===== src/hw/rtl/itp_pkg.sv =====
package itp_pkg;

    localparam int SYM_W  = 8;
    localparam int CNT_W  = 6;
    localparam int STAT_W = 2;

    localparam logic OP_CHAR  = 1'b0;
    localparam logic OP_FLUSH = 1'b1;

    localparam logic [STAT_W-1:0] STAT_OK  = 2'd0;
    localparam logic [STAT_W-1:0] STAT_OVF = 2'd1;
    localparam logic [STAT_W-1:0] STAT_UNF = 2'd2;

    localparam logic [SYM_W-1:0] CH_CARET  = 8'h5E;
    localparam logic [SYM_W-1:0] CH_STAR   = 8'h2A;
    localparam logic [SYM_W-1:0] CH_SLASH  = 8'h2F;
    localparam logic [SYM_W-1:0] CH_PLUS   = 8'h2B;
    localparam logic [SYM_W-1:0] CH_MINUS  = 8'h2D;
    localparam logic [SYM_W-1:0] CH_LBRACE = 8'h7B;
    localparam logic [SYM_W-1:0] CH_LBRACK = 8'h5B;
    localparam logic [SYM_W-1:0] CH_LPAREN = 8'h28;
    localparam logic [SYM_W-1:0] CH_RBRACE = 8'h7D;
    localparam logic [SYM_W-1:0] CH_RBRACK = 8'h5D;
    localparam logic [SYM_W-1:0] CH_RPAREN = 8'h29;

    typedef struct packed {
        logic [SYM_W-1:0]  sym;
        logic              sym_valid;
        logic [STAT_W-1:0] status;
        logic              last;
    } result_t;

    function automatic logic [1:0] prec_of(input logic [SYM_W-1:0] c);
        logic [1:0] p;
        p = 2'd0;
        if (c == CH_CARET) begin
            p = 2'd3;
        end else if (c == CH_STAR || c == CH_SLASH) begin
            p = 2'd2;
        end else if (c == CH_PLUS || c == CH_MINUS) begin
            p = 2'd1;
        end
        return p;
    endfunction

    function automatic logic is_alnum(input logic [SYM_W-1:0] c);
        return (c >= 8'h41 && c <= 8'h5A) || (c >= 8'h61 && c <= 8'h7A) ||
               (c >= 8'h30 && c <= 8'h39);
    endfunction

    function automatic logic is_opener(input logic [SYM_W-1:0] c);
        return c == CH_LBRACE || c == CH_LBRACK || c == CH_LPAREN;
    endfunction

    function automatic logic is_closer(input logic [SYM_W-1:0] c);
        return c == CH_RBRACE || c == CH_RBRACK || c == CH_RPAREN;
    endfunction

    function automatic logic [SYM_W-1:0] match_of(input logic [SYM_W-1:0] c);
        logic [SYM_W-1:0] m;
        if (c == CH_RBRACE) begin
            m = CH_LBRACE;
        end else if (c == CH_RBRACK) begin
            m = CH_LBRACK;
        end else begin
            m = CH_LPAREN;
        end
        return m;
    endfunction

endpackage


===== src/hw/rtl/itp_ram.sv =====
module itp_ram #(
    parameter int WIDTH = 8,
    parameter int DEPTH = 32
) (
    input  logic                     aclk,
    input  logic                     wr_en,
    input  logic [$clog2(DEPTH)-1:0] wr_addr,
    input  logic [WIDTH-1:0]         wr_data,
    input  logic [$clog2(DEPTH)-1:0] rd_addr,
    output logic [WIDTH-1:0]         rd_data
);

    logic [WIDTH-1:0] mem [DEPTH];
    logic [WIDTH-1:0] rd_data_reg;

    always_ff @(posedge aclk) begin
        if (wr_en) begin
            mem[wr_addr] <= wr_data;
        end
        rd_data_reg <= mem[rd_addr];
    end

    assign rd_data = rd_data_reg;

endmodule


===== src/hw/rtl/itp_out.sv =====
module itp_out
    import itp_pkg::*;
(
    input  logic        aclk,
    input  logic        aresetn,
    input  logic        load,
    input  result_t     res_in,
    output logic        out_free,
    output logic        m_tvalid,
    input  logic        m_tready,
    output logic [15:0] m_tdata,   // [7:0] out_symbol, [9:8] status, [15:10] zero
    output logic        m_tuser,   // [0] symbol_valid
    output logic        m_tlast
);

    logic    valid_reg;
    result_t res_reg;

    assign out_free = !valid_reg || m_tready;

    always_ff @(posedge aclk) begin
        if (!aresetn) begin
            valid_reg <= 1'b0;
        end else if (load) begin
            valid_reg <= 1'b1;
        end else if (m_tready) begin
            valid_reg <= 1'b0;
        end
        if (load) begin
            res_reg <= res_in;
        end
    end

    assign m_tvalid = valid_reg;
    assign m_tdata  = {6'd0, res_reg.status, res_reg.sym};
    assign m_tuser  = res_reg.sym_valid;
    assign m_tlast  = res_reg.last;

endmodule


===== src/hw/rtl/infix_to_postfix_converter.sv =====
// Channel  Dir  tdata                       tuser          tlast
// s_       in   [7:0] symbol                [0] opcode     -
// m_       out  [7:0] out_symbol,[9:8] stat [0] sym_valid  last result of item
// cfg_wr   in   [5:0] stack_limit           -              -
//
// An item is taken in ST_IDLE, where the stack top is read; ST_EVAL then pops
// the operators one per step and finishes with a last step. The stack memory
// reads one entry a cycle through a registered read port, which sets the pace.
// Reset clears the fill count and the state machine and sets stack_limit to 32;
// the stack memory is not cleared. A full output register holds the sequencer.
module infix_to_postfix_converter
    import itp_pkg::*;
#(
    parameter int STACK_DEPTH = 32
) (
    input  logic        aclk,
    input  logic        aresetn,
    input  logic        s_tvalid,
    output logic        s_tready,
    input  logic [7:0]  s_tdata,   // [7:0] symbol
    input  logic        s_tuser,   // [0] opcode
    output logic        m_tvalid,
    input  logic        m_tready,
    output logic [15:0] m_tdata,   // [7:0] out_symbol, [9:8] status, [15:10] zero
    output logic        m_tuser,   // [0] symbol_valid
    output logic        m_tlast,
    input  logic        cfg_wr_en,
    input  logic [5:0]  cfg_wr_data
);

    localparam int AW = $clog2(STACK_DEPTH);
    localparam logic [CNT_W-1:0] CAP = CNT_W'((STACK_DEPTH < 32) ? STACK_DEPTH : 32);

    typedef enum logic {ST_IDLE, ST_EVAL} state_t;

    state_t            state_reg, state_next;
    logic [CNT_W-1:0]  count_reg, count_next;
    logic [CNT_W-1:0]  limit_reg;
    logic              op_reg;
    logic [SYM_W-1:0]  sym_reg;
    logic [SYM_W-1:0]  pend_reg, pend_next;
    logic              pend_valid_reg, pend_valid_next;

    logic [SYM_W-1:0]  top;
    logic [CNT_W-1:0]  eff_limit;
    logic [CNT_W-1:0]  cnt_dec;
    logic [1:0]        prec_top, prec_in;
    logic              nonempty, pop;
    logic              wr_en;
    logic              out_free, res_load;
    result_t           res;

    assign s_tready  = (state_reg == ST_IDLE);
    assign eff_limit = (limit_reg > CAP) ? CAP : limit_reg;
    assign nonempty  = (count_reg != '0);
    assign prec_top  = prec_of(top);
    assign prec_in   = prec_of(sym_reg);

    always_comb begin
        if (op_reg == OP_FLUSH) begin
            pop = nonempty;
        end else if (is_alnum(sym_reg) || is_opener(sym_reg)) begin
            pop = 1'b0;
        end else if (is_closer(sym_reg)) begin
            pop = nonempty && (top != match_of(sym_reg));
        end else begin
            // equal precedence pops only when the incoming symbol is '^'
            pop = nonempty && ((prec_top > prec_in) ||
                               (prec_top == prec_in && sym_reg == CH_CARET));
        end
    end

    always_comb begin
        state_next      = state_reg;
        count_next      = count_reg;
        pend_next       = pend_reg;
        pend_valid_next = pend_valid_reg;
        wr_en           = 1'b0;
        res_load        = 1'b0;
        res             = '0;
        case (state_reg)
            ST_IDLE: begin
                if (s_tvalid) begin
                    state_next = ST_EVAL;
                end
            end
            ST_EVAL: begin
                if (out_free) begin
                    if (pop) begin
                        // popped entry waits in pend_reg so its last flag is known
                        if (pend_valid_reg) begin
                            res_load      = 1'b1;
                            res.sym       = pend_reg;
                            res.sym_valid = 1'b1;
                        end
                        pend_next       = top;
                        pend_valid_next = 1'b1;
                        count_next      = count_reg - 1'b1;
                    end else begin
                        state_next      = ST_IDLE;
                        pend_valid_next = 1'b0;
                        res_load        = 1'b1;
                        res.last        = 1'b1;
                        res.status      = STAT_OK;
                        if (op_reg == OP_CHAR && is_closer(sym_reg)) begin
                            if (!nonempty) begin
                                res.status = STAT_UNF;
                            end else begin
                                count_next = count_reg - 1'b1;
                            end
                        end else if (op_reg == OP_CHAR && !is_alnum(sym_reg)) begin
                            if (count_reg >= eff_limit) begin
                                res.status = STAT_OVF;
                                count_next = '0;
                            end else begin
                                wr_en      = 1'b1;
                                count_next = count_reg + 1'b1;
                            end
                        end
                        if (pend_valid_reg) begin
                            res.sym       = pend_reg;
                            res.sym_valid = 1'b1;
                        end else if (op_reg == OP_CHAR && is_alnum(sym_reg)) begin
                            res.sym       = sym_reg;
                            res.sym_valid = 1'b1;
                        end
                    end
                end
            end
            default: begin
                state_next = ST_IDLE;
            end
        endcase
    end

    always_ff @(posedge aclk) begin
        if (!aresetn) begin
            state_reg      <= ST_IDLE;
            count_reg      <= '0;
            limit_reg      <= CNT_W'(32);
            pend_valid_reg <= 1'b0;
        end else begin
            state_reg      <= state_next;
            count_reg      <= count_next;
            pend_valid_reg <= pend_valid_next;
            if (cfg_wr_en) begin
                limit_reg <= cfg_wr_data;
            end
        end
        if (s_tvalid && s_tready) begin
            op_reg  <= s_tuser;
            sym_reg <= s_tdata;
        end
        pend_reg <= pend_next;
    end

    // read address always points at the top of the stack as count_next leaves it
    assign cnt_dec = count_next - 1'b1;

    itp_ram #(
        .WIDTH (SYM_W),
        .DEPTH (STACK_DEPTH)
    ) u_stack (
        .aclk    (aclk),
        .wr_en   (wr_en),
        .wr_addr (count_reg[AW-1:0]),
        .wr_data (sym_reg),
        .rd_addr (cnt_dec[AW-1:0]),
        .rd_data (top)
    );

    itp_out u_out (
        .aclk     (aclk),
        .aresetn  (aresetn),
        .load     (res_load),
        .res_in   (res),
        .out_free (out_free),
        .m_tvalid (m_tvalid),
        .m_tready (m_tready),
        .m_tdata  (m_tdata),
        .m_tuser  (m_tuser),
        .m_tlast  (m_tlast)
    );

`ifndef ASSERT_OFF
    a_count_cap: assert property (@(posedge aclk) disable iff (!aresetn)
        count_reg <= CAP)
        else $error("stack count beyond capacity");

    a_idle_no_pend: assert property (@(posedge aclk) disable iff (!aresetn)
        state_reg == ST_IDLE |-> !pend_valid_reg)
        else $error("popped symbol left behind between items");

    a_mid_result: assert property (@(posedge aclk) disable iff (!aresetn)
        m_tvalid && !m_tlast |-> m_tuser && m_tdata[9:8] == STAT_OK)
        else $error("non-final result without a symbol or with status");

    a_accept_eval: assert property (@(posedge aclk) disable iff (!aresetn)
        s_tvalid && s_tready |=> state_reg == ST_EVAL)
        else $error("accepted request not evaluated");
`endif

endmodule


===== config.mk =====
export PLATFORM = sky130hd
export DESIGN_NAME = infix_to_postfix_converter
export DESIGN_NICKNAME = d
export VERILOG_FILES = /design/src/hw/rtl/itp_pkg.sv /design/src/hw/rtl/itp_ram.sv /design/src/hw/rtl/itp_out.sv /design/src/hw/rtl/infix_to_postfix_converter.sv
export SDC_FILE = /design/constraint.sdc
export NUM_CORES = 1
export LEC_CHECK = 0
export ABC_AREA = 1
export BUFFER_PORTS_ARGS = -buffer_cell sky130_fd_sc_hd__clkbuf_2
export CAP_MARGIN = 20
export CORE_MARGIN = 2
export CORE_UTILIZATION = 66
export DETAILED_ROUTE_END_ITERATION = 8
export GPL_TIMING_DRIVEN = 0
export PLACE_DENSITY = 0.84
export SETUP_SLACK_MARGIN = 0.5
export SLEW_MARGIN = 10
export SYNTH_ARGS = -nofsm -noshare
export SYNTH_HDL_FRONTEND = slang
export SYNTH_HIERARCHICAL = 1
export SYNTH_SLANG_ARGS = --single-unit

===== constraint.sdc =====
create_clock -name aclk -period 7.97 [get_ports aclk]
set_input_delay 1.1955 -clock aclk [delete_from_list [all_inputs] [get_ports aclk]]
set_output_delay 1.1955 -clock aclk [all_outputs]
set_load 0.02 [all_outputs]

== Yosys cells after proc, flatten, opt, wreduce, memory -nomap -nowiden ==
Memories as Yosys holds them, arrays and structs flattened. A register that Yosys moved wholly into a read port is not among the register bits.
Index checks and enable logic that the tools add are counted.

* Bits in registers: 44
* Memory bits (writable): 256
* Input bits: 20
* Memories kept: 1

* Add/sub/neg operators: 3
* $lt $le $gt $ge: 9
* Eq/ne operators: 18
* Muxes and demuxes: 49
* Bitwise operators: 3
* Reduce and logical (&&, ||, !) cells: 30

{| class="wikitable"
|+ Memory list
! name !! depth !! width !! read ports !! clocked after Yosys merged registers in !! wr ports !! RTL line !! source
|-
| u_stack.mem || 32 || 8 || 1 || 1 || 1 || itp_ram.sv:13 || <nowiki>logic [WIDTH-1:0] mem [DEPTH];</nowiki>
|}

{| class="wikitable"
|+ Operators by type and width
! operator !! number
|-
| $eq A8 B6 Y1 const B || 10
|-
| $eq A8 B7 Y1 const B || 6
|-
| $mux W6 || 8
|-
| $mux W9 || 4
|-
| $mux W1 || 25
|-
| $mux W8 || 3
|-
| $ge A8 B7 Y1 const B || 2
|-
| $le A8 B7 Y1 const B || 2
|-
| $mux W7 || 2
|-
| $logic_or A1 B1 Y1 || 13
|-
| $mux W2 || 6
|-
| $logic_and A1 B1 Y1 || 10
|-
| $ge A8 B6 Y1 const B || 1
|-
| $le A8 B6 Y1 const B || 1
|-
| $ne A8 B8 Y1 || 1
|-
| $add A6 B1 Y6 const B || 1
|-
| $ge A6 B6 Y1 || 1
|-
| $gt A6 B6 Y1 const B || 1
|-
| $reduce_bool A6 Y1 || 1
|-
| $sub A6 B1 Y6 const B || 1
|-
| $sub A5 B1 Y5 const B || 1
|-
| $not A1 Y1 || 3
|-
| $reduce_and A3 Y1 || 1
|-
| $reduce_or A3 Y1 || 1
|-
| 6 further kinds || 7
|}

== Longest topological paths before layout ==
* Depth after elaboration: 17
* Mapped depth: 32
* Gate-level depth less buffers: 31

== Modules after synthesis ==
The synthesis kept the hierarchy.

{| class="wikitable"
|+ Modules (own cells, without submodules)
! module !! times used !! cells an instance !! area each (um^2)
|-
| itp_ram || 1 || 922 || 10786.6
|-
| infix_to_postfix_converter || 1 || 334 || 2318.5
|-
| itp_out || 1 || 25 || 455.4
|}

== Worst setup path before layout ==
Ideal clock, no wire load.

* Path type: flip-flop to flip-flop
* Start: register sym_reg[0]
* End: register u_stack.rd_data_reg[1], in the netlist u_stack/rd_data[1] (read register of u_stack.mem)
* Setup time: 0.058 ns
* Arrival time: 3.699 ns
* Data required time: 7.912 ns
* Slack: 4.213 ns
* Cell stages (with the launch flop): 30
* Cells stage by stage: edfxtp_1 > inv_1 > nand2_1 > nor2_1 > nand2_1 > a21boi_0 > ha_1 > a21oi_1 > nand2_1 > nand2_1 > nand2_1 > nand2_1 > nor2_1 > nand2_1 > nand2_2 > nand2_4 > nand2_4 > nand2_4 > nor2_4 > nor2_4 > ha_1 > xor2_1 > clkbuf_1 > clkbuf_1 > nand3_1 > nand2_1 > nand2_1 > nand2_1 > nand2_1 > nand2_1

* Word-level cells in the longest chain between the ends: 16
* Elaborated cells between the ends (all ways): 56
* Those cells by class: 1 x add/sub; 7 x order compare; 13 x eq/ne; 16 x mux; 19 x reduce/logical

{| class="wikitable"
|+ RTL lines
! element !! RTL line !! source
|-
| from (decl) || infix_to_postfix_converter.sv:40 || <nowiki>logic [SYM_W-1:0] sym_reg;</nowiki>
|-
| from (signal assigned) || infix_to_postfix_converter.sv:152 || <nowiki>sym_reg <= s_tdata;</nowiki>
|-
| parallel branches: the longest is 12 deep, another holds $eq A8 B7 Y1 || n/a ||
|-
| $mux W6 * || infix_to_postfix_converter.sv:89 || <nowiki>if (pop) begin</nowiki>
|-
| $mux W6 * || infix_to_postfix_converter.sv:88 || <nowiki>if (out_free) begin</nowiki>
|-
| $mux W6 * || infix_to_postfix_converter.sv:81 || <nowiki>case (state_reg)</nowiki>
|-
| $sub A5 B1 Y5 * || infix_to_postfix_converter.sv:158 || <nowiki>assign cnt_dec = count_next - 1'b1;</nowiki>
|-
| via cnt_dec[0] || infix_to_postfix_converter.sv:46 || <nowiki>logic [CNT_W-1:0] cnt_dec;</nowiki>
|-
| to (decl) || itp_ram.sv:14 || <nowiki>logic [WIDTH-1:0] rd_data_reg;</nowiki>
|}

Mark *: on every way through the listed nets, which the timed path passes. The select of a mux whose other input is x is not followed.
A chain may end at the register's enable or synchronous reset.

== Worst setup path after layout ==
* Start: register sym_reg[3]
* End: register u_stack.rd_data_reg[7], in the netlist u_stack/rd_data[7] (read register of u_stack.mem)

The elaborated chain is that of the path after synthesis.

==> metrics.md <==
| Metric | Value |
|---|---|
| CTS tree | `done` |
| Gate Count Post-Synth | `between 1k and 1.5k` |
| Fin Hold WS | `between 0.4 and 0.5 ns` |
| Mux cell area share after synthesis | `0%` |
| Sequential fraction of the synthesis area | `roughly two thirds` |
| Post-Route WL | `approximately 33 mm` |
| Pleak | `between 5 and 6 nW` |
| Max Cap Violations | `0` |
| Die area | `21700 um2` |
| Syn avg cell area | `~11 um2` |
| CTS max path bufs | `3` |
| Worst Skew | `0.0117 ns` |
| RSZ-0062 raised after global routing | `false` |
| Synth area leaders | `edfxtp_1 (63%), nand2_1 (12%), nand3_1 (8.5%)` |
| Post-Synth XOR/XNOR Area | `less than 1%` |
| All-layer global routing usage | `approximately 30%` |
| Synth Cell Area | `about 14000 um2` |
| IO Pins | `40` |
| Cts hold-fix bufs | `0` |
| Post-Synth Adder-Cell Area | `about 1%` |
| DRT Pass-1 Iters | `6` |
| Largest family of logic cells by synthesized area | `simple AND/OR/NAND/NOR gates` |
| Worst-path fanout max | `22` |
| Largest Register | `u_stack/mem` |
| Worst stage delay on the critical path | `between 0.9 and 1 ns` |
| Final net count | `1390` |
| Setup violations, final | `0` |
| Yosys warns | `6` |
| FP Rows | `52` |
| Vias in the first global route | `between 9k and 10k` |
| Detailed Place HPWL | `about 22 mm` |
| Critical Path Most Common Cell | `nand2_1` |
| Drt wl/cell | `19.7 um` |
| CTS root buf | `clkbuf_16` |
| Fin util | `around three quarters` |
| Postcts setup bufs | `0` |
| Max IR drop VDD | `around 0.26 mV` |
| Total power | `between 4 and 5 mW` |
| Largest net degree at the start of global routing | `26` |
| Clock sinks | `around 310` |
| Post-synthesis compound-gate area fraction | `~2.1%` |
| Power Density | `280 nW/um2` |
| Final Hold Viols | `0` |
| FMAX | `around 200 MHz` |
| Largest register FFs | `between 200 and 300` |
| Crit path kind | `flop to flop` |
| #FFs+latches synth | `between 300 and 400` |
| DR DRC count | `0` |
| Slew margin rel. | `a little under a third` |
| Post-synth cell types | `36` |
| Startpoint Class | `flop` |
| DR vias/cell | `between 6 and 7` |
| CTS Buf Count | `29` |
| Starting Density | `roughly 67%` |
| Core region area | `20200 um2` |
| GP Congestion | `0.965` |
| Cell taking the most area after synthesis | `edfxtp_1` |
| Layout area overhead | `12.7%` |
| # diodes | `0` |
| Via count | `a little under 10k` |
| Slowest cell on crit path | `edfxtp_1` |
| GRT overflow | `0` |
| WP data required | `between 8 and 9 ns` |
| Initial antenna violation count | `0` |
| Clk_lat worst skew | `about 0.54 ns` |
| Total Neg Setup Slack | `0 ns` |
| Final Critical Period | `about 5 ns` |
| Detail Route Antenna Nets | `0` |
| CP endpoint kind | `flop` |
| Clock transition at the registers of the reported paths | `0.06 ns` |
| Die W | `approximately 150 um` |
| WP data arrival | `approximately 5.3 ns` |
| Synth top area share | `between 60% and 70%` |
| Post-synthesis simple-gate area fraction | `between 20 and 25%` |
| Fin. max-slew vios | `0` |
| H-tree Lvls | `1` |
| Cts repair resizes | `0` |
| Final period utilization | `between 60 and 70%` |
| First-pass GRT wire length | `slightly above 50 mm` |
| Status | `completed` |
| Die height | `approximately 150 um` |
| Hold Crit Class | `flop to flop` |
| Layout cells sized above 1 | `between 10 and 15%` |
| DR iter-0 viols | `1153` |
| Measured slew at the worst slew-check pin | `1.03 ns` |
| IO Port Bufs | `33` |
==> stage by stage <==
stage / setup WS, ns / cell area (um2) / instances
detailed placement: 3.25 / 14300 / 1598
CTS: 3.22 / 15300 / 1651
global route: 2.70 / 15300 / 1651
floorplan: 4.21 / 13600 / 1286
global placement: 2.78 / 14100 / 1589
finish: 3.10 / 15300 / 1651
==> path summary, 6_finish.rpt <==
path,start,cells after the start,slack (ns),to
max reg2reg,sym_reg[3],32,3.10,u_stack/rd_data[7]
max,sym_reg[3],32,3.10,u_stack/rd_data[7]
min,u_stack/rd_data[4],0,0.43,pend_reg[4]
min reg2reg,u_stack/rd_data[4],0,0.43,pend_reg[4]
==> power by group <==
part           total, mW  switching (mW)  internal (mW)
clock               1.43           0.569          0.857
combinational      0.989           0.681          0.308
sequential          1.87          0.0482           1.82
total               4.28            1.30           2.98
==> critical path: cells and delay by family (launching register included) <==
kind | cells | cell delay, ns
AND/OR/NAND/NOR | 24 | 2.21
buffers and inverters | 6 | 1.09
flip-flops | 1 | 0.91
adder cells (fa/ha/maj) | 2 | 0.50
==> cells in the mapped netlist <==
cell type,instances
nand2_1,438
edfxtp_1,285
nand3_1,231
nor2_1,76
inv_1,56
buf_6,24
dfxtp_1,23
buf_2,15
a21oi_1,12
o21ai_0,12
clkbuf_1,11
ha_1,11
buf_4,10
inv_2,8
nand2_2,8
nor3_1,8
o31ai_1,8
nor2_2,6
xor2_1,5
nand4_1,4
buf_1,3
nand2_4,3
nor2_4,3
o22ai_1,3
xnor2_1,3
a21boi_0,2
a21oi_2,2
nor4_1,2
o21ai_1,2
a21o_1,1
a21oi_4,1
conb_1,1
nand3_2,1
nand3b_1,1
o211ai_1,1
o21ai_2,1
==> area by class of cell <==
cell class,instances,area (um2)
multi-input cells,851,3850
repair buffers,42,350
clock inverters,20,236
inverters,64,240
fillers,1283,4890
clock buffers,33,772
flip-flops and latches,308,9020
plain buffers,63,473
well taps,270,338
==> metal layers <==
layer / global-route usage, % / wire length [um] / up-vias
met4: 14.3 / 1370 / 0
met5: 0 / 0 / -
met1: 42.5 / 12200 / 4589
met3: 5.28 / 3970 / 105
met2: 47.6 / 15000 / 702
li1: - / - / 4530
==> placed cells by master, fill, tap and decap left out, types with 13 or more instances in the layout <==
master     Yosys  final
edfxtp_1     285    285
buf_6         24     24
dfxtp_1       23     23
nor2_1        76     76
nand3_1      231    231
clkbuf_16      0     30
buf_2         15     15
clkbuf_1      11     13
nand2_1      438    438
inv_1         56     56
clkbuf_2       0     33
==> cells by family after synthesis <==
logic type / count (synthesis)
AND/OR/NAND/NOR: 781
flip-flops: 308
buffers and inverters: 127
AO/OA/AOI/OAI: 45
adder cells (fa/ha/maj): 11
XOR/XNOR: 8
other: 1
(Power assumes the default switching activity.)
